===== config.mk =====
export PLATFORM = sky130hd
export DESIGN_NAME = frr_queue
export DESIGN_NICKNAME = d
export VERILOG_FILES = /design/src/rtl/frr_pkg.sv /design/src/rtl/frr_queue.sv
export SDC_FILE = /design/constraint.sdc
export NUM_CORES = 1
export LEC_CHECK = 0
export BUFFER_PORTS_ARGS = -buffer_cell sky130_fd_sc_hd__buf_2
export CORE_MARGIN = 3
export CORE_UTILIZATION = 25
export CTS_BUF_LIST = sky130_fd_sc_hd__clkbuf_8
export DETAILED_ROUTE_END_ITERATION = 10
export PLACE_DENSITY = 0.49
export SLEW_MARGIN = 0
export SYNTH_ARGS = -nofsm -noshare
export SYNTH_HDL_FRONTEND = slang
export SYNTH_SLANG_ARGS = --single-unit

===== constraint.sdc =====
create_clock -name clk -period 3.1 [get_ports clk]
set_clock_uncertainty 0.15 [all_clocks]
set_input_delay 0.62 -clock clk [delete_from_list [all_inputs] [get_ports clk]]
set_output_delay 0.62 -clock clk [all_outputs]
set_load 0.01 [all_outputs]

===== src/rtl/frr_pkg.sv =====
`timescale 1ns / 1ps
// ----------------------------------------------------------------------------
// frr_pkg: shared types and constants of the flat region ratio block
// Field widths, register indexes and the configuration bundle.
// ----------------------------------------------------------------------------
package frr_pkg;

	localparam int CFG_W     = 13;
	localparam int CHAN_W    = 8;
	localparam int QUANT_W   = 5;
	localparam int COLOR_W   = 3 * QUANT_W;
	localparam int COUNT_W   = 25;
	localparam int RATIO_W   = 17;
	localparam int DIV_STEPS = RATIO_W;
	localparam int STEP_W    = $clog2(DIV_STEPS + 1);
	localparam int REG_IDX_W = 2;
	localparam int QUEUE_CNT_W = 2;

	localparam logic [REG_IDX_W-1:0] REG_IMAGE_WIDTH  = 2'd0;
	localparam logic [REG_IDX_W-1:0] REG_IMAGE_HEIGHT = 2'd1;
	localparam logic [REG_IDX_W-1:0] REG_PIXEL_MODE   = 2'd2;

	localparam logic [QUEUE_CNT_W-1:0] QUEUE_EMPTY = 2'd0;
	localparam logic [QUEUE_CNT_W-1:0] QUEUE_ONE   = 2'd1;
	localparam logic [QUEUE_CNT_W-1:0] QUEUE_FULL  = 2'd2;

	typedef struct packed {
		logic [CFG_W-1:0] width;
		logic [CFG_W-1:0] height;
		logic             color;
	} cfg_t;

endpackage


===== src/rtl/frr_queue.sv =====
`timescale 1ns / 1ps
// ----------------------------------------------------------------------------
// frr_queue: two-entry queue of frame totals
// Decouples the pixel front end from the ratio divider.
// ----------------------------------------------------------------------------
module frr_queue
	import frr_pkg::*;
#(
	parameter int DATA_W = 52
) (
	input  logic                   clk,
	input  logic                   arst_n,
	input  logic                   push,
	input  logic [DATA_W-1:0]      push_data,
	input  logic                   pop,
	output logic [DATA_W-1:0]      pop_data,
	output logic [QUEUE_CNT_W-1:0] count
);

	logic [DATA_W-1:0]      entry_q [2];
	logic                   wr_ptr_q;
	logic                   rd_ptr_q;
	logic [QUEUE_CNT_W-1:0] count_q;

	always_ff @(posedge clk) begin
		if (push) begin
			entry_q[wr_ptr_q] <= push_data;
		end
	end

	always_ff @(posedge clk or negedge arst_n) begin
		if (!arst_n) begin
			wr_ptr_q <= 1'b0;
			rd_ptr_q <= 1'b0;
			count_q  <= QUEUE_EMPTY;
		end else begin
			if (push) wr_ptr_q <= ~wr_ptr_q;
			if (pop) rd_ptr_q <= ~rd_ptr_q;
			if (push && !pop) count_q <= count_q + QUEUE_ONE;
			else if (pop && !push) count_q <= count_q - QUEUE_ONE;
		end
	end

	assign pop_data = entry_q[rd_ptr_q];
	assign count    = count_q;

endmodule


* Word-level counts from Yosys, hierarchy flattened
Memories as Yosys holds them, arrays and structs flattened. Index checks and enable logic that the tools add are counted.
Word-level totals: flip-flop bits (word level) 4, bits in latches 0, RAM bits 104, bits in read-only memories 0, input port bits 56, output and inout bits 54, word-level logic and storage cells 17, memories 1
Cells by class: add/subtract/negate cells 2, multiply operators 0, div/mod/pow operators 0, $lt $le $gt $ge 0, eq/ne operators 0, shifts and indexed selects 0, muxes and demuxes 4, bitwise gates (word level) 2, reductions and logical operators 5
Memories:
- entry_q | words 2, width 52, rd ports 1, clocked after Yosys merged registers in 0, write ports 1, line frr_queue.sv:20 | logic [DATA_W-1:0] entry_q [2];
Operator list (number):
- $mux W2 | 2
- $add A2 B1 Y2 const B | 1
- $logic_and A1 B1 Y1 | 2
- $logic_not A1 Y1 | 2
- $mux W1 | 2
- $not A1 Y1 | 2
- $reduce_bool A2 Y1 | 1
- $sub A2 B1 Y2 const B | 1

* Depth between registers and ports, before layout
word-level depth 4, depth in mapped cells 5, mapped depth without buffers 5

* Worst setup path before layout
No wires, ideal clock.
path kind input-to-reg, start point input push, end point memory entry_q[0][0] (enable), setup time 468 ps, data arrival time 2922 ps, required time 2482 ps, path slack -440 ps, stages 1, buffers on the path 0, cells stage by stage nor2b_1
Between the ends: cells in the longest elaborated chain, start to end 2
Ends and longest elaborated chain:
- start, declared | line frr_queue.sv:13 | input logic push,
- $mux W1 | line frr_queue.sv:26 | if (push) begin
- $mux W1 (implied by the code) | line frr_queue.sv:27 | entry_q[wr_ptr_q] <= push_data;
- end, declared | line frr_queue.sv:20
Every way passes these cells.

* Worst setup path after layout
start point register rd_ptr_q, end point output pop_data[46]
Between the ends: cells in the longest elaborated chain, start to end 1
Ends and longest elaborated chain:
- start, declared | line frr_queue.sv:22 | logic rd_ptr_q;
- start signal, assigned | line frr_queue.sv:38 | if (pop) rd_ptr_q <= ~rd_ptr_q;
- $mem_v2 Z2 W52
- end, declared | line frr_queue.sv:16 | output logic [DATA_W-1:0] pop_data,
Every way passes these cells.

==> reports/results.ini <==
[die]
ioPinCount=110
die_area_sq_mm=0.0183
row_count=46
initial_core_util_pct=25.9
die_w_um=135
die_h_um=135
core-area_sq_mm=0.0161

[power_and_ir_drop]
seqPwrFrac_pct=47.9
p_total_mw=4.34
clockPowerShare_pct=18.9
p_sw_share_pct=29.3
power.internal_mw=3.06
power_density_mw_per_mm2=844
p_leak_nw=2.04
p_comb_share_pct=33.2
p_sw_mw=1.27
vdd_drop_max_v=0.000340

[routing]
drcViolationCount=0
post_drt_wl_per_cell_um=14.8
drtIter0Drc=61
ant_nets=0
dr.pass1.iters=4
vias=1973
via_per_inst=3.83
totalWireLength_um=7630

[timing]
worst_pin_slew_ns=0.761
finalSetupTns_ns=0
rsz0062_at_grt=false
slew_violations=0
layout_setup_ws_ns=0.427
setup_viol_count_final=0
min_period_ns=2.67
hold_viol=0
post-route-period-util_pct=86.2
relSlewSlack_pct=49.2
fmaxAchievable_mhz=374

[global_routing]
grtUsageMet1_pct=9.86
antenna_found_initial=0
use_met2_pct=13.7
grt_pass1_wl_um=11600
use_met3_pct=3.45
grt.busiest_layer=met2
first_global_vias=2146
grt_max_degree=53
grt-ovfl-total=0
grt_use_total_pct=8.65

[clock_tree]
cts_tree=yes
clk_path_buf_depth=2
cts_resized=0
cts_sinks=108
cts_root_buf=clkbuf_8
cts_hold_buf=1
clk_latency_ns=0.36
htreeDepth=3
cts.clk_slew.worst_paths_ns=0.09
cts_setup_buffers=0
cts_buffers=9

[setup_path]
regToRegEndpoint=entry_q[1][41]$_DFFE_PP_
end_kind=output pin
critPathMaxFanout=38
reg2reg_depth=2
required_ns=2.33
crit_path_start_kind=flop
cp.arrival_ns=1.90
crit_type=reg2out
ff2ff_setup_slack_ns=1.34
timing.rr.start=wr_ptr_q$_DFFE_PN0P_
worstSetupEndpoint=pop_data[46]
cp-startpoint=rd_ptr_q$_DFFE_PN0P_

[layout]
final_util_pct=31.9
diodes=0
final_cell_mix=buf_2, edfxtp_1, mux2_4
drive_above_1_share_pct=60.2
layout_commonest_cell=buf_2
regArea_sq_mm=0.00323
n_fill_cell=1607
multi_input_area_sq_um=851
final_nets=351
area_growth_pct=22.9

[placed_design]
gp_congestion=0.665
port_buffers=109
pre_cts_slack_ns=0.782
dp_hpwl_um=4900

[synthesis]
synth_adder_area_share_pct=0.299
synthXorXnorAreaFrac_pct=1.05
syn_avg_cell_area_sq_um=23.8
synth-compound-area-share_pct=0
synth_warnings=0
synth_seq_cells=108
syn-num-nets=233
yosys.area_share.simple_pct=0.389
seq_area_frac_synth_pct=77.1
synth.distinct_cells=13
syn_inst=176
synth_top_family_by_area=multiplexers
netlist_area_sq_mm=0.00418
yosys-mux-area-fraction_pct=18.4

[run]
cap_violations=0

[status]
outcome=finished, final reports clean

[hold_path]
min_path_type=in2reg

-- layout make-up --
class                      instances  area share, %
clock buffer                       9           2.41
inverter                           1         0.0730
clock inverter                     7           1.17
sequential                       108           62.8
multi-input combinational         61           16.6
tap                              216           5.26
timing repair buffer             113           11.7
-- power by group through the flow --
stage                     sequential, mW  clock (mW)  combinational (mW)
after CTS                           2.09       0.878                1.49
final                               2.08       0.819                1.44
after floorplan                     2.05           0                1.14
after global routing                2.11       0.935                1.56
after detailed placement            2.13           0                1.48
after global placement              2.11           0                1.48
-- layer usage --
layer | routed length, um | share of wire [%] | vias up
met3 | 605 | 7.9 | 11
met5 | 0 | 0 | -
met1 | 3140 | 41 | 973
li1 | - | - | 920
met4 | 180 | 2.4 | 0
met2 | 3700 | 48 | 69
-- kinds of logic (layout without fill, tap and decap cells) --
| family | count (synthesis) | in the layout |
|---|---|---|
| muxes | 52 | 52 |
| buffers and inverters | 7 | 130 |
| and+or+nand+nor | 3 | 3 |
| DFF | 108 | 108 |
| adders and majority gates | 1 | 1 |
| xor gates and xnor gates | 5 | 5 |
-- metrics by stage --
step           instance area, sq um  std cells  hold slack [ns]
3_3_place_gp                   4940        498            0.288
4_1_cts                        5140        515            0.235
6_report                       5140        515            0.279
5_1_grt                        5140        515            0.237
2_1_floorplan                  4180        176            0.174
3_5_place_dp                   4940        498            0.287
-- sequential cells by signal (all words and copies together), names as in the netlist --
name / count
rd_ptr_q: 1
count: 2
entry_q: 104
wr_ptr_q: 1
-- worst min-delay path by stage --
stage,startpoint,end,slack [ns],depth (start not counted)
6_report,push_data[35],entry_q[1][35]$_DFFE_PP_,0.28,1
4_1_cts,push_data[35],entry_q[1][35]$_DFFE_PP_,0.24,1
3_5_place_dp,arst_n,count[1]$_DFFE_PN0P_,0.29,1
5_1_grt,push_data[33],entry_q[1][33]$_DFFE_PP_,0.24,1
3_3_place_gp,arst_n,count[1]$_DFFE_PN0P_,0.29,1
2_1_floorplan,arst_n,count[0]$_DFFE_PN0P_,0.17,0
-- cell usage after synthesis (all sizes together) --
library cell	count	area [sq um]
and2	1	6.26
buf	6	111
inv	1	3.75
xnor2	1	8.76
ha	1	12.5
edfxtp	104	3120
xor2	4	35.0
nor2	1	3.75
nor2b	1	6.26
mux2	52	769
dfrtp	4	100
-- worst max-delay path: stages, from the launching register on --
cell     delay, ns
dfrtp_4       0.65
buf_12        0.34
mux2_2        0.38
buf_2         0.14
No activity file was read; power rests on OpenSTA's default activity.
