**src/rtl/frr_pkg.sv**
```systemverilog
`timescale 1ns / 1ps
// ----------------------------------------------------------------------------
// frr_pkg: shared types and constants of the flat region ratio block
// Field widths, register indexes and the configuration bundle.
// ----------------------------------------------------------------------------
package frr_pkg;

	localparam int CFG_W     = 13;
	localparam int CHAN_W    = 8;
	localparam int QUANT_W   = 5;
	localparam int COLOR_W   = 3 * QUANT_W;
	localparam int COUNT_W   = 25;
	localparam int RATIO_W   = 17;
	localparam int DIV_STEPS = RATIO_W;
	localparam int STEP_W    = $clog2(DIV_STEPS + 1);
	localparam int REG_IDX_W = 2;
	localparam int QUEUE_CNT_W = 2;

	localparam logic [REG_IDX_W-1:0] REG_IMAGE_WIDTH  = 2'd0;
	localparam logic [REG_IDX_W-1:0] REG_IMAGE_HEIGHT = 2'd1;
	localparam logic [REG_IDX_W-1:0] REG_PIXEL_MODE   = 2'd2;

	localparam logic [QUEUE_CNT_W-1:0] QUEUE_EMPTY = 2'd0;
	localparam logic [QUEUE_CNT_W-1:0] QUEUE_ONE   = 2'd1;
	localparam logic [QUEUE_CNT_W-1:0] QUEUE_FULL  = 2'd2;

	typedef struct packed {
		logic [CFG_W-1:0] width;
		logic [CFG_W-1:0] height;
		logic             color;
	} cfg_t;

endpackage

```
**src/rtl/frr_back.sv**
```systemverilog
`timescale 1ns / 1ps
// ----------------------------------------------------------------------------
// frr_back: frame result back end
// Divides matches by comparisons one quotient bit per cycle and holds the
// result in an output register.
// ----------------------------------------------------------------------------
module frr_back
	import frr_pkg::*;
#(
	parameter int CNT_W = 26
) (
	input  logic                   clk,
	input  logic                   arst_n,
	input  logic [QUEUE_CNT_W-1:0] q_count,
	input  logic [CNT_W-1:0]       q_match,
	input  logic [CNT_W-1:0]       q_compare,
	output logic                   pop,
	output logic                   out_valid,
	input  logic                   out_stall,
	output logic [COUNT_W-1:0]     match_count,
	output logic [COUNT_W-1:0]     comparison_count,
	output logic [RATIO_W-1:0]     flat_ratio_q16
);

	localparam int REM_W = CNT_W + 1;
	localparam int EXT_W = CNT_W + COUNT_W;

	logic               busy_q;
	logic [STEP_W-1:0]  step_q;
	logic [REM_W-1:0]   rem_q;
	logic [RATIO_W-1:0] quo_q;
	logic [CNT_W-1:0]   m_q;
	logic [CNT_W-1:0]   c_q;

	logic               out_valid_q;
	logic [COUNT_W-1:0] match_q;
	logic [COUNT_W-1:0] compare_q;
	logic [RATIO_W-1:0] ratio_q;

	logic               done;
	logic               slot_free;
	logic [REM_W-1:0]   div_ext;
	logic               ge;
	logic [REM_W-1:0]   rem_sub;
	logic [EXT_W-1:0]   m_ext;
	logic [EXT_W-1:0]   c_ext;

	assign pop       = (q_count != QUEUE_EMPTY) && !busy_q;
	assign done      = busy_q && (step_q == STEP_W'(DIV_STEPS));
	assign slot_free = !out_valid_q || !out_stall;
	assign div_ext   = {1'b0, c_q};
	assign ge        = rem_q >= div_ext;
	assign rem_sub   = ge ? (rem_q - div_ext) : rem_q;
	assign m_ext     = {{COUNT_W{1'b0}}, m_q};
	assign c_ext     = {{COUNT_W{1'b0}}, c_q};

	always_ff @(posedge clk or negedge arst_n) begin
		if (!arst_n) begin
			busy_q      <= 1'b0;
			step_q      <= '0;
			out_valid_q <= 1'b0;
		end else begin
			if (pop) begin
				busy_q <= 1'b1;
				step_q <= '0;
			end else if (done && slot_free) begin
				busy_q <= 1'b0;
			end else if (busy_q && !done) begin
				step_q <= step_q + STEP_W'(1);
			end
			if (done && slot_free) out_valid_q <= 1'b1;
			else if (!out_stall) out_valid_q <= 1'b0;
		end
	end

	always_ff @(posedge clk) begin
		if (pop) begin
			rem_q <= {1'b0, q_match};
			quo_q <= '0;
			m_q   <= q_match;
			c_q   <= q_compare;
		end else if (busy_q && !done) begin
			rem_q <= {rem_sub[REM_W-2:0], 1'b0};
			quo_q <= {quo_q[RATIO_W-2:0], ge};
		end
		if (done && slot_free) begin
			match_q   <= m_ext[COUNT_W-1:0];
			compare_q <= c_ext[COUNT_W-1:0];
			ratio_q   <= (c_q == '0) ? '0 : quo_q;
		end
	end

	assign out_valid        = out_valid_q;
	assign match_count      = match_q;
	assign comparison_count = compare_q;
	assign flat_ratio_q16   = ratio_q;

endmodule

```
**config.mk**
```make
export PLATFORM = sky130hd
export DESIGN_NAME = frr_back
export DESIGN_NICKNAME = d
export VERILOG_FILES = /design/src/rtl/frr_pkg.sv /design/src/rtl/frr_back.sv
export SDC_FILE = /design/constraint.sdc
export NUM_CORES = 1
export LEC_CHECK = 0
export ABC_AREA = 1
export BUFFER_PORTS_ARGS = -buffer_cell sky130_fd_sc_hd__buf_2
export CAP_MARGIN = 40
export CORE_MARGIN = 2
export CORE_UTILIZATION = 60
export DETAILED_ROUTE_END_ITERATION = 16
export HOLD_SLACK_MARGIN = 0.15
export PLACE_DENSITY = 0.95
export RECOVER_POWER = 50
export SLEW_MARGIN = 20
export SYNTH_ARGS = -nofsm -noshare
export SYNTH_HDL_FRONTEND = slang
export SYNTH_SLANG_ARGS = --single-unit
```
**constraint.sdc**
```tcl
create_clock -name clk -period 16 [get_ports clk]
set_input_delay 3.2 -clock clk [delete_from_list [all_inputs] [get_ports clk]]
set_output_delay 3.2 -clock clk [all_outputs]
set_load 0.02 [all_outputs]
```
After elaboration in Yosys (flattened, before gate mapping)
Index checks and enable logic that the tools add are counted.
{ "totals": {"word_cells": 41, "input_bits": 57, "reg_bits": 169, "output_inout_bits": 69} }
{ "classes": {"mux": 10, "eq_ne": 3, "reduce_logical": 14, "order_cmp": 1, "add_sub_neg": 2} }
{ "ops": {"columns": ["op", "n"], "rows": [
  ["$mux W26", 3],
  ["$ge A27 B26 Y1", 1],
  ["$logic_not A26 Y1", 1],
  ["$sub A26 B26 Y26", 1],
  ["$mux W5", 3],
  ["$reduce_bool A2 Y1", 3],
  ["$add A5 B1 Y5 const B", 1],
  ["$eq A5 B5 Y1 const B", 1],
  ["$logic_and A1 B1 Y1", 4],
  ["$logic_not A1 Y1", 4],
  ["$mux W1", 4],
  ["$ne A2 B1 Y1 const B", 1],
  ["$ne A2 B2 Y1 const B", 1],
  ["$reduce_and A2 Y1", 1],
  ["$logic_or A1 B1 Y1", 1]
]} }

Logic depth before layout (Yosys ltp)
Gate-level depths: netlist of run 1.
{ "depth": {"ltp_word": 7, "depth_mapped": 15, "ltp_nobuf": 15} }

Least setup slack after synthesis of run 1
OpenSTA, ideal clock, no wires.
{ "synth_path": {"path_type": "input to register", "from": "in out_stall", "to": "reg busy_q", "cell_stages": 3, "required_ns": 15.627, "n_path_buf": 0, "slack_ns": 7.261, "arrival_ns": 8.366, "setup_ns": 0.373, "path_cell_list": "nand2_1 nor3b_1 o21ai_0"} }
{ "synth_via": {"elab_chain_len": 4} }
{ "synth_rtl": {"columns": ["item", "line", "source"], "rows": [
  ["start: declaration", "frr_back.sv:19", "input logic out_stall,"],
  ["$logic_not A1 Y1", null, null],
  ["$logic_or A1 B1 Y1", "frr_back.sv:50", "assign slot_free = !out_valid_q || !out_stall;"],
  ["$logic_and A1 B1 Y1", "frr_back.sv:66", "end else if (done && slot_free) begin"],
  ["$reduce_bool A2 Y1 (no source line)", null, null],
  ["end signal: assignment", "frr_back.sv:59", "busy_q <= 1'b0;"],
  ["end signal: assignment", "frr_back.sv:64", "busy_q <= 1'b1;"],
  ["end signal: assignment", "frr_back.sv:67", "busy_q <= 1'b0;"],
  ["end: declaration", "frr_back.sv:28", "logic busy_q;"]
]} }
No other way between the ends.
A chain may end at the register's enable or synchronous reset.

Final worst setup path of run 1
{ "layout_path": {"from": "in q_count[1]", "to": "out pop"} }
{ "layout_via": {"elab_chain_len": 2} }
{ "layout_rtl": {"columns": ["item", "line", "source"], "rows": [
  ["start: declaration", "frr_back.sv:14", "input logic [QUEUE_CNT_W-1:0] q_count,"],
  ["$reduce_bool A2 Y1", "frr_back.sv:48", "assign pop = (q_count != QUEUE_EMPTY) && !busy_q;"],
  ["$logic_and A1 B1 Y1", "frr_back.sv:48", null],
  ["end: declaration", "frr_back.sv:17", "output logic pop,"]
]} }
No other way between the ends.

==> results.toml, run 1 <==
[power]
p_leak_nw = 4.465
cellPowerDensity_nw_per_um2 = 210.4
max-vdd-ir-drop_uv = 169.0

[place]
io_buffer_count = 125
dp_hpwl_um = 13360
preCtsSetupSlack_ns = 8.737
routabilityCongestion = 0.9317
dpl_cell_area_sq_um = 9060
dp.cells = 1162

[timing]
skew_ns = 0.01045
final_hold_viol_count = 0
rsz0062_at_grt = "false"
final-setup-viol-count = 0
setup_tns_ns = 0
finalWorstSetupSlack_ns = 7.551
maxSlewHeadroom = -0.5435
fmax_mhz = 118.4
worstMarginPinSlew_ns = 2.315
final_max_slew_viol_count = 113
min_period_over_period = 0.5281
fin_crit_ns = 8.449

[detailed_routing]
ant_nets = 0
via_per_inst = 5.365
routed_wl_um = 19460
avgRoutedWirePerCell_um = 16.27
route.detailed.drc = 0
firstDrtPassIters = 7
num_vias = 6417
drt_first_iter_violations = 571

[clocking]
holdBufCountCts = 0
clkSinkCount = 169
postCtsSetupBuffers = 0
clk_pin_slew_ns = 0.06
cts_tree = "done"
cts.htree.levels = 4
cts-buffers-inserted = 17
cts_root_buf = "clkbuf_16"
clockBufferDepth = 2
clock_latency_ns = 0.43
cts_resized = 0

[synthesis]
syn-cell-area_sq_um = 8268
yosys-top-cells-area = "edfxtp_1 (52%), nand2_1 (12%), inv_1 (7.0%)"
yosys_warnings = 0
synth_ff_type = "edfxtp_1"
async_reset_ff_frac = 0.04142
synth_cells = 872
ys_types = 39
yosysTopAreaCell = "edfxtp_1"
synth.most_common_cell = "nand2_1"
yosysTopAreaCellShare = 0.5230
syn-num-nets = 958
seq_area_frac_synth = 0.5878
synth_top_cells_by_count = "nand2_1 (273), inv_1 (154), edfxtp_1 (144), nand3_1 (54), nor2_1 (50)"
synth_edf_count = 144
ys_ff_latch = 169
syn_avg_cell_area_sq_um = 9.482

[global_route]
grt_usage = 0.2766
first_global_vias = 6308
grt_pass1_wl_um = 30820
overflow = 0
antenna_found_initial = 0
grt_max_degree = 77

[floorplan]
die_w_um = 121.4
ios = 126
core_sq_um = 13350
rows = 42
die_area_sq_um = 14730
die_h_um = 121.4
start_util = 0.6194

[worst_setup_path]
cp-start-kind = "primary input"
end_kind = "output port"
path_cells = "buf_2 -> o21ai_0 -> clkbuf_1 -> inv_1 -> buf_2"
r2r_slack_ns = 12.17
slowest_delay_ns = 1.23
crit_fanout = 31
cpMaxStageDelayCell = "clkbuf_1"
cpMostUsedCell = "buf_2"
crit_type = "in -> out"
cp_data_arrival_time_ns = 5.25
critical_path_required_ns = 12.80

[run_status]
outcome = "finished with violations"
violations = "max-capacitance violations, max-slew violations"

[cells_and_area]
nNetsFinal = 1093
drive_above_1_share = 0.1598
antenna_cells = 0
instances_no_fill = 1196
syn_to_final_growth_pct = 16.04
nFillCells = 959
final_util = 0.7188
final_area_sq_um = 9594

[min_path]
hp-class = "reg -> reg"

[run]
max_cap_viol_count = 3
==> kinds of logic after synthesis <==
logic type	share of synthesized area
AND/OR/NAND/NOR	0.2405
buffers and inverters	0.08611
flip-flops	0.5878
AO/OA/AOI/OAI	0.03133
adder cells (fa/ha/maj)	0.04479
XOR/XNOR	0.009534
==> where the power goes <==
part / total (W) / leakage, nW / internal, W / switching, W
sequential: 0.000698 / 1.57 / 0.000645 / 0.0000527
clock: 0.000399 / 0.277 / 0.000233 / 0.000166
combinational: 0.000923 / 2.61 / 0.000302 / 0.000621
total: 0.00202 / 4.46 / 0.00118 / 0.000839
==> final timing paths <==
check | start | end | cells past startpoint
setup / recovery | q_count[1] | pop | 5
hold / removal | m_q[6] | match_count[6] | 0
setup reg to reg | busy_q | rem_q[13] | 8
hold reg to reg | m_q[6] | match_count[6] | 0
max in group asynchronous | arst_n | busy_q | 1
min in group asynchronous | arst_n | step_q[2] | 1
==> registers in the layout, summed over array words and instances, names as in the netlist <==
signal / flops
busy_q: 1
c_q: 26
comparison_count: 25
flat_ratio_q16: 17
m_q: 25
match_count: 25
out_valid: 1
quo_q: 17
rem_q: 27
step_q: 5
==> critical path, delay by kind of cell <==
family | cells | cell delay, ns
buf+inv | 4 | 1.85
compound gates | 1 | 0.18
==> through the flow <==
step	total power, W	hold slack, ns
3_3_place_gp	0.001546	0.4004
4_1_cts	0.002007	0.4198
5_1_grt	0.002163	0.4247
6_report	0.002019	0.4192
2_1_floorplan	0.001381	0.4003
3_5_place_dp	0.001592	0.4054
==> routing by layer <==
metal,global-route usage,part of all wire
met5,0,0
met4,0.09770,0.024
met2,0.4673,0.49
met3,0.06673,0.070
met1,0.3493,0.42
==> cells in the final DEF, fill, tap and decap left out, types with 7 or more instances in the layout <==
master and count:
a21oi_1 13, clkbuf_1 32, dfxtp_1 18, xnor2_1 8, nand3b_1 22, nand2_2 9
nand4_1 9, nand2_1 273, edfxtp_1 144, inv_1 155, clkbuf_16 18, ha_1 28
nand3_1 54, o22ai_1 17, nor2_1 50, buf_2 102, o21ai_0 10, dfrtp_1 7
==> area by class of cell <==
class,count,area (sq um),share of cell area
timing repair buffer,132,643.1,0.06703
clock buffer,24,493.0,0.05138
tap,176,220.2,0.02295
clock inverter,8,85.08,0.008868
multi-input combinational,524,2681,0.2795
sequential,169,4860,0.5065
inverter,163,611.8,0.06377
Note: power is estimated with default switching activity, not from simulation.
==> run 2, diff against run 1 <==
--- a/config.mk
+++ b/config.mk
@@ -9,10 +9,10 @@
 export BUFFER_PORTS_ARGS = -buffer_cell sky130_fd_sc_hd__buf_2
 export CAP_MARGIN = 40
 export CORE_MARGIN = 2
-export CORE_UTILIZATION = 60
+export CORE_UTILIZATION = 57
 export DETAILED_ROUTE_END_ITERATION = 16
 export HOLD_SLACK_MARGIN = 0.15
-export PLACE_DENSITY = 0.95
+export PLACE_DENSITY = 0.91
 export RECOVER_POWER = 50
 export SLEW_MARGIN = 20
 export SYNTH_ARGS = -nofsm -noshare
==> constraint.sdc (replaced) <==
create_clock -name clk -period 8.1 [get_ports clk]
set_input_delay 1.62 -clock clk [delete_from_list [all_inputs] [get_ports clk]]
set_output_delay 1.62 -clock clk [all_outputs]
set_load 0.02 [all_outputs]
==> results.toml, run 2 (same netlist as run 1, synthesis figures left out) <==
[timing]
rsz0062_at_grt = "false"
final-setup-viol-count = 0
worstMarginPinSlew_ns = 2.079
fin_crit_ns = 5.136
setup_tns_ns = 0
fmax_mhz = 194.7
min_period_over_period = 0.6340
final_max_slew_viol_count = 102
skew_ns = 0.008045
hold_slack_ns = 0.4182
final_hold_viol_count = 0
maxSlewHeadroom = -0.3858

[worst_setup_path]
timing.rr.start = "busy_q"
critical_path_required_ns = 6.48
rr_endpoint = "rem_q[2]"
crit_type = "in -> out"
rr_worst_depth = 8
end_kind = "output port"
crit_fanout = 31
crit_start = "q_count[1]"
cp-start-kind = "primary input"
crit_path_end = "pop"
cp_data_arrival_time_ns = 3.52
r2r_slack_ns = 4.71

[cells_and_area]
instances_no_fill = 1205
nNetsFinal = 1094
mostFrequentLayoutCell = "nand2_1"
antenna_cells = 0
syn_to_final_growth_pct = 16.22
largest_register_ffs = 27
nFillCells = 1188
final_cell_mix = "nand2_1 (273), inv_1 (155), edfxtp_1 (144)"
largestRegisters = "rem_q: 27 flops, c_q: 26 flops"
regMostFlops = "rem_q"
drive_above_1_share = 0.1636

[power]
cellPowerDensity_nw_per_um2 = 410.6
total_power_w = 0.003946
sw_frac_of_total = 0.4201
p_leak_nw = 4.477
combPwrFrac = 0.456
pwr-share-clk = 0.197
p_sw_w = 0.001658
internal-power_w = 0.002288
seqPwrFrac = 0.348
max-vdd-ir-drop_uv = 291.7

[detailed_routing]
firstDrtPassIters = 7
via_per_inst = 5.199
routed_wl_um = 18660
ant_nets = 0
drt_first_iter_violations = 556
num_vias = 6265
avgRoutedWirePerCell_um = 15.48
route.detailed.drc = 0

[run_status]
outcome = "finished with violations"
violations = "max-capacitance violations, max-slew violations"

[global_route]
grt_usage = 0.2478
antenna_found_initial = 0
overflow = 0
grt_max_degree = 77
first_global_vias = 6117
grt_pass1_wl_um = 29870

[clocking]
cts.htree.levels = 4
cts_resized = 0
clkSinkCount = 169
cts_root_buf = "clkbuf_16"
clockBufferDepth = 2
cts-buffers-inserted = 17
holdBufCountCts = 0
clock_latency_ns = 0.43
clk_pin_slew_ns = 0.07
postCtsSetupBuffers = 0
cts_tree = "done"

[run]
max_cap_viol_count = 3

[place]
routabilityCongestion = 0.9664
dp.cells = 1170
dp_hpwl_um = 13430
io_buffer_count = 125

[floorplan]
core_sq_um = 14370
die_w_um = 124.4
die_h_um = 124.4
rows = 44
die_area_sq_um = 15480
ios = 126
start_util = 0.5754

[min_path]
hp-class = "reg -> reg"
## run 2: changes by cell type in the layout (fill, tap and decap cells not counted), sizes merged
cell	previous run	this run
inv	164	173
clkinvlp	2	1
clkinv	4	3
bufinv	1	0
clkbuf	52	47
## run 2: worst min path at each step
stage,cells after the start,from,endpoint,slack [ns]
floorplan,0,m_q[0],match_count[0],0.40
global placement,0,m_q[17],match_count[17],0.40
detailed placement,0,m_q[12],match_count[12],0.40
CTS,0,m_q[6],match_count[6],0.42
global route,0,m_q[6],match_count[6],0.42
finish,0,m_q[6],match_count[6],0.42
## run 2: cell type report
cell class / instances / area, sq um / share of cell area
clock buffer: 18 / 439.2 / 0.04570
clock inverter: 14 / 122.6 / 0.01276
inverter: 163 / 611.8 / 0.06367
multi-input combinational: 524 / 2681 / 0.2790
sequential: 169 / 4860 / 0.5057
tap: 184 / 230.2 / 0.02396
timing repair buffer: 133 / 664.4 / 0.06914
## run 2: worst max-delay path: stages
cell	delay, ns
buf_2	0.10
o21ai_0	0.15
clkbuf_1	1.13
inv_1	0.25
buf_2	0.25
## run 2: power groups by stage
stage	logic, W	clock network, W	registers, W
global route	0.00203	0.000820	0.00139
CTS	0.00177	0.000790	0.00137
detailed placement	0.00177	0	0.00138
finish	0.00180	0.000777	0.00137
floorplan	0.00134	0	0.00138
global placement	0.00170	0	0.00137
## run 2: stage by stage
stage | cell area [sq um] | util | setup WS, ns
after floorplan | 8268 | - | 0.9406
after global placement | 9070 | 0.6312 | 4.028
after detailed placement | 9070 | 0.6312 | 4.021
after CTS | 9632 | 0.6703 | 4.010
after global routing | 9609 | 0.6688 | 2.843
final | 9609 | 0.6688 | 2.964
## run 2: metal layers
layer | vias to the layer above | routed length, um | global-route usage
li1 | 3094 | - | -
met1 | 2907 | 8148 | 0.3194
met2 | 230 | 8970 | 0.4066
met3 | 34 | 1108 | 0.06100
met4 | 0 | 430 | 0.09650
met5 | - | 0 | 0
==> run 3, diff against run 2 <==
--- a/config.mk
+++ b/config.mk
@@ -9,10 +9,10 @@
 export BUFFER_PORTS_ARGS = -buffer_cell sky130_fd_sc_hd__buf_2
 export CAP_MARGIN = 40
 export CORE_MARGIN = 2
-export CORE_UTILIZATION = 57
+export CORE_UTILIZATION = 52
 export DETAILED_ROUTE_END_ITERATION = 16
 export HOLD_SLACK_MARGIN = 0.15
-export PLACE_DENSITY = 0.91
+export PLACE_DENSITY = 0.88
 export RECOVER_POWER = 50
 export SLEW_MARGIN = 20
 export SYNTH_ARGS = -nofsm -noshare
==> constraint.sdc (replaced) <==
create_clock -name clk -period 4.5 [get_ports clk]
set_input_delay 0.9 -clock clk [delete_from_list [all_inputs] [get_ports clk]]
set_output_delay 0.9 -clock clk [all_outputs]
set_load 0.02 [all_outputs]
==> results.toml, run 3 (same netlist as run 1, synthesis figures left out) <==
[timing]
fmax_mhz = 282.7
hold_slack_ns = 0.3589
final_hold_viol_count = 0
skew_ns = 0.01096
final-setup-viol-count = 0
setup_tns_ns = 0
rsz0062_at_grt = "false"
worstMarginPinSlew_ns = 1.656
final_max_slew_viol_count = 32
maxSlewHeadroom = -0.1042
min_period_over_period = 0.7860
fin_crit_ns = 3.537

[floorplan]
core_sq_um = 15710
start_util = 0.5262
rows = 46
die_w_um = 130.1
die_h_um = 130.1
die_area_sq_um = 16920
ios = 126

[clocking]
holdBufCountCts = 0
clock_latency_ns = 0.43
cts_tree = "done"
cts.htree.levels = 4
clkSinkCount = 169
clockBufferDepth = 2
postCtsSetupBuffers = 0
clk_pin_slew_ns = 0.07
cts-buffers-inserted = 17
cts_resized = 0
cts_root_buf = "clkbuf_16"

[place]
dp.cells = 1203
routabilityCongestion = 0.9488
dp_hpwl_um = 13240
dpl_cell_area_sq_um = 9124
io_buffer_count = 125

[global_route]
antenna_found_initial = 0
first_global_vias = 5850
grt_pass1_wl_um = 28710
grt_usage = 0.2261
overflow = 0
grt_max_degree = 46

[power]
max-vdd-ir-drop_uv = 294.4
cellPowerDensity_nw_per_um2 = 733.1
p_leak_nw = 4.427
total_power_w = 0.007084

[cells_and_area]
regMostFlops = "rem_q"
largestRegisters = "rem_q: 27 flops, c_q: 26 flops"
final_area_sq_um = 9663
antenna_cells = 0
drive_above_1_share = 0.1422
instances_no_fill = 1236
final_cell_mix = "nand2_1 (273), inv_1 (154), edfxtp_1 (144)"
nNetsFinal = 1093
largest_register_ffs = 27
syn_to_final_growth_pct = 16.87
mostFrequentLayoutCell = "nand2_1"

[detailed_routing]
firstDrtPassIters = 5
ant_nets = 0
via_per_inst = 4.977
routed_wl_um = 18360
route.detailed.drc = 0
drt_first_iter_violations = 515
num_vias = 6151
avgRoutedWirePerCell_um = 14.86

[run]
max_cap_viol_count = 1

[worst_setup_path]
timing.rr.start = "busy_q"
cpMaxStageDelayCell = "clkbuf_1"
path_delay_family = "buffers and inverters"
path_cells = "buf_2 -> o21ai_2 -> clkbuf_1 -> inv_2 -> buf_2"
r2r_slack_ns = 1.40
crit_fanout = 31
slowest_delay_ns = 1.20
path_buf_inv = 4
critical_path_required_ns = 3.60
cp_data_arrival_time_ns = 2.64
crit_type = "in -> out"
rr_worst_depth = 8
cp-start-kind = "primary input"
cpMostUsedCell = "buf_2"
rr_endpoint = "rem_q[9]"
end_kind = "output port"

[min_path]
hp-class = "in -> async"

[run_status]
outcome = "finished with violations"
violations = "max-capacitance violations, max-slew violations"
[run 3: cell types whose count changed in the layout (fill, tap and decap cells not counted), sizes merged]
cell / before / now
buf: 104 / 78
clkbuf: 47 / 71
clkinv: 3 / 7
inv: 173 / 170
[run 3: layout make-up]
cell class	count	area [sq um]
flip-flops and latches	169	4860
well taps	216	270.3
fillers	1384	6050
inverters	163	611.8
multi-input cells	524	2711
repair buffers	132	611.8
clock buffers	17	425.4
clock inverters	15	172.7
[run 3: per-stage QoR]
stage               utilization  worst slack (ns)
global placement         0.5807             1.657
finish                   0.6150            0.9631
detailed placement       0.5807             1.565
CTS                      0.6187             1.815
global route             0.6150            0.8581
floorplan                     -            0.4297
[run 3: worst max path at each step]
stage | end | slack (ns) | cells past startpoint | start
after floorplan | comparison_count[0] | 0.43 | 2 | out_stall
after global placement | rem_q[16] | 1.66 | 8 | q_count[1]
after detailed placement | rem_q[13] | 1.57 | 8 | q_count[1]
after CTS | rem_q[11] | 1.81 | 13 | c_q[9]
after global routing | pop | 0.86 | 5 | q_count[1]
final | pop | 0.96 | 5 | q_count[1]
[run 3: metal layers]
layer | part of all wire | up-vias | track usage
met5 | 0 | - | 0
met2 | 0.47 | 200 | 0.3683
li1 | - | 3100 | -
met4 | 0.024 | 0 | 0.09551
met3 | 0.053 | 36 | 0.04879
met1 | 0.45 | 2815 | 0.2950
[run 3: where the power goes]
part / leakage, nW / total, W / internal, W / switching, W
clock network: 0.291 / 0.00144 / 0.000751 / 0.000694
registers: 1.57 / 0.00245 / 0.00228 / 0.000169
logic: 2.56 / 0.00319 / 0.00106 / 0.00212
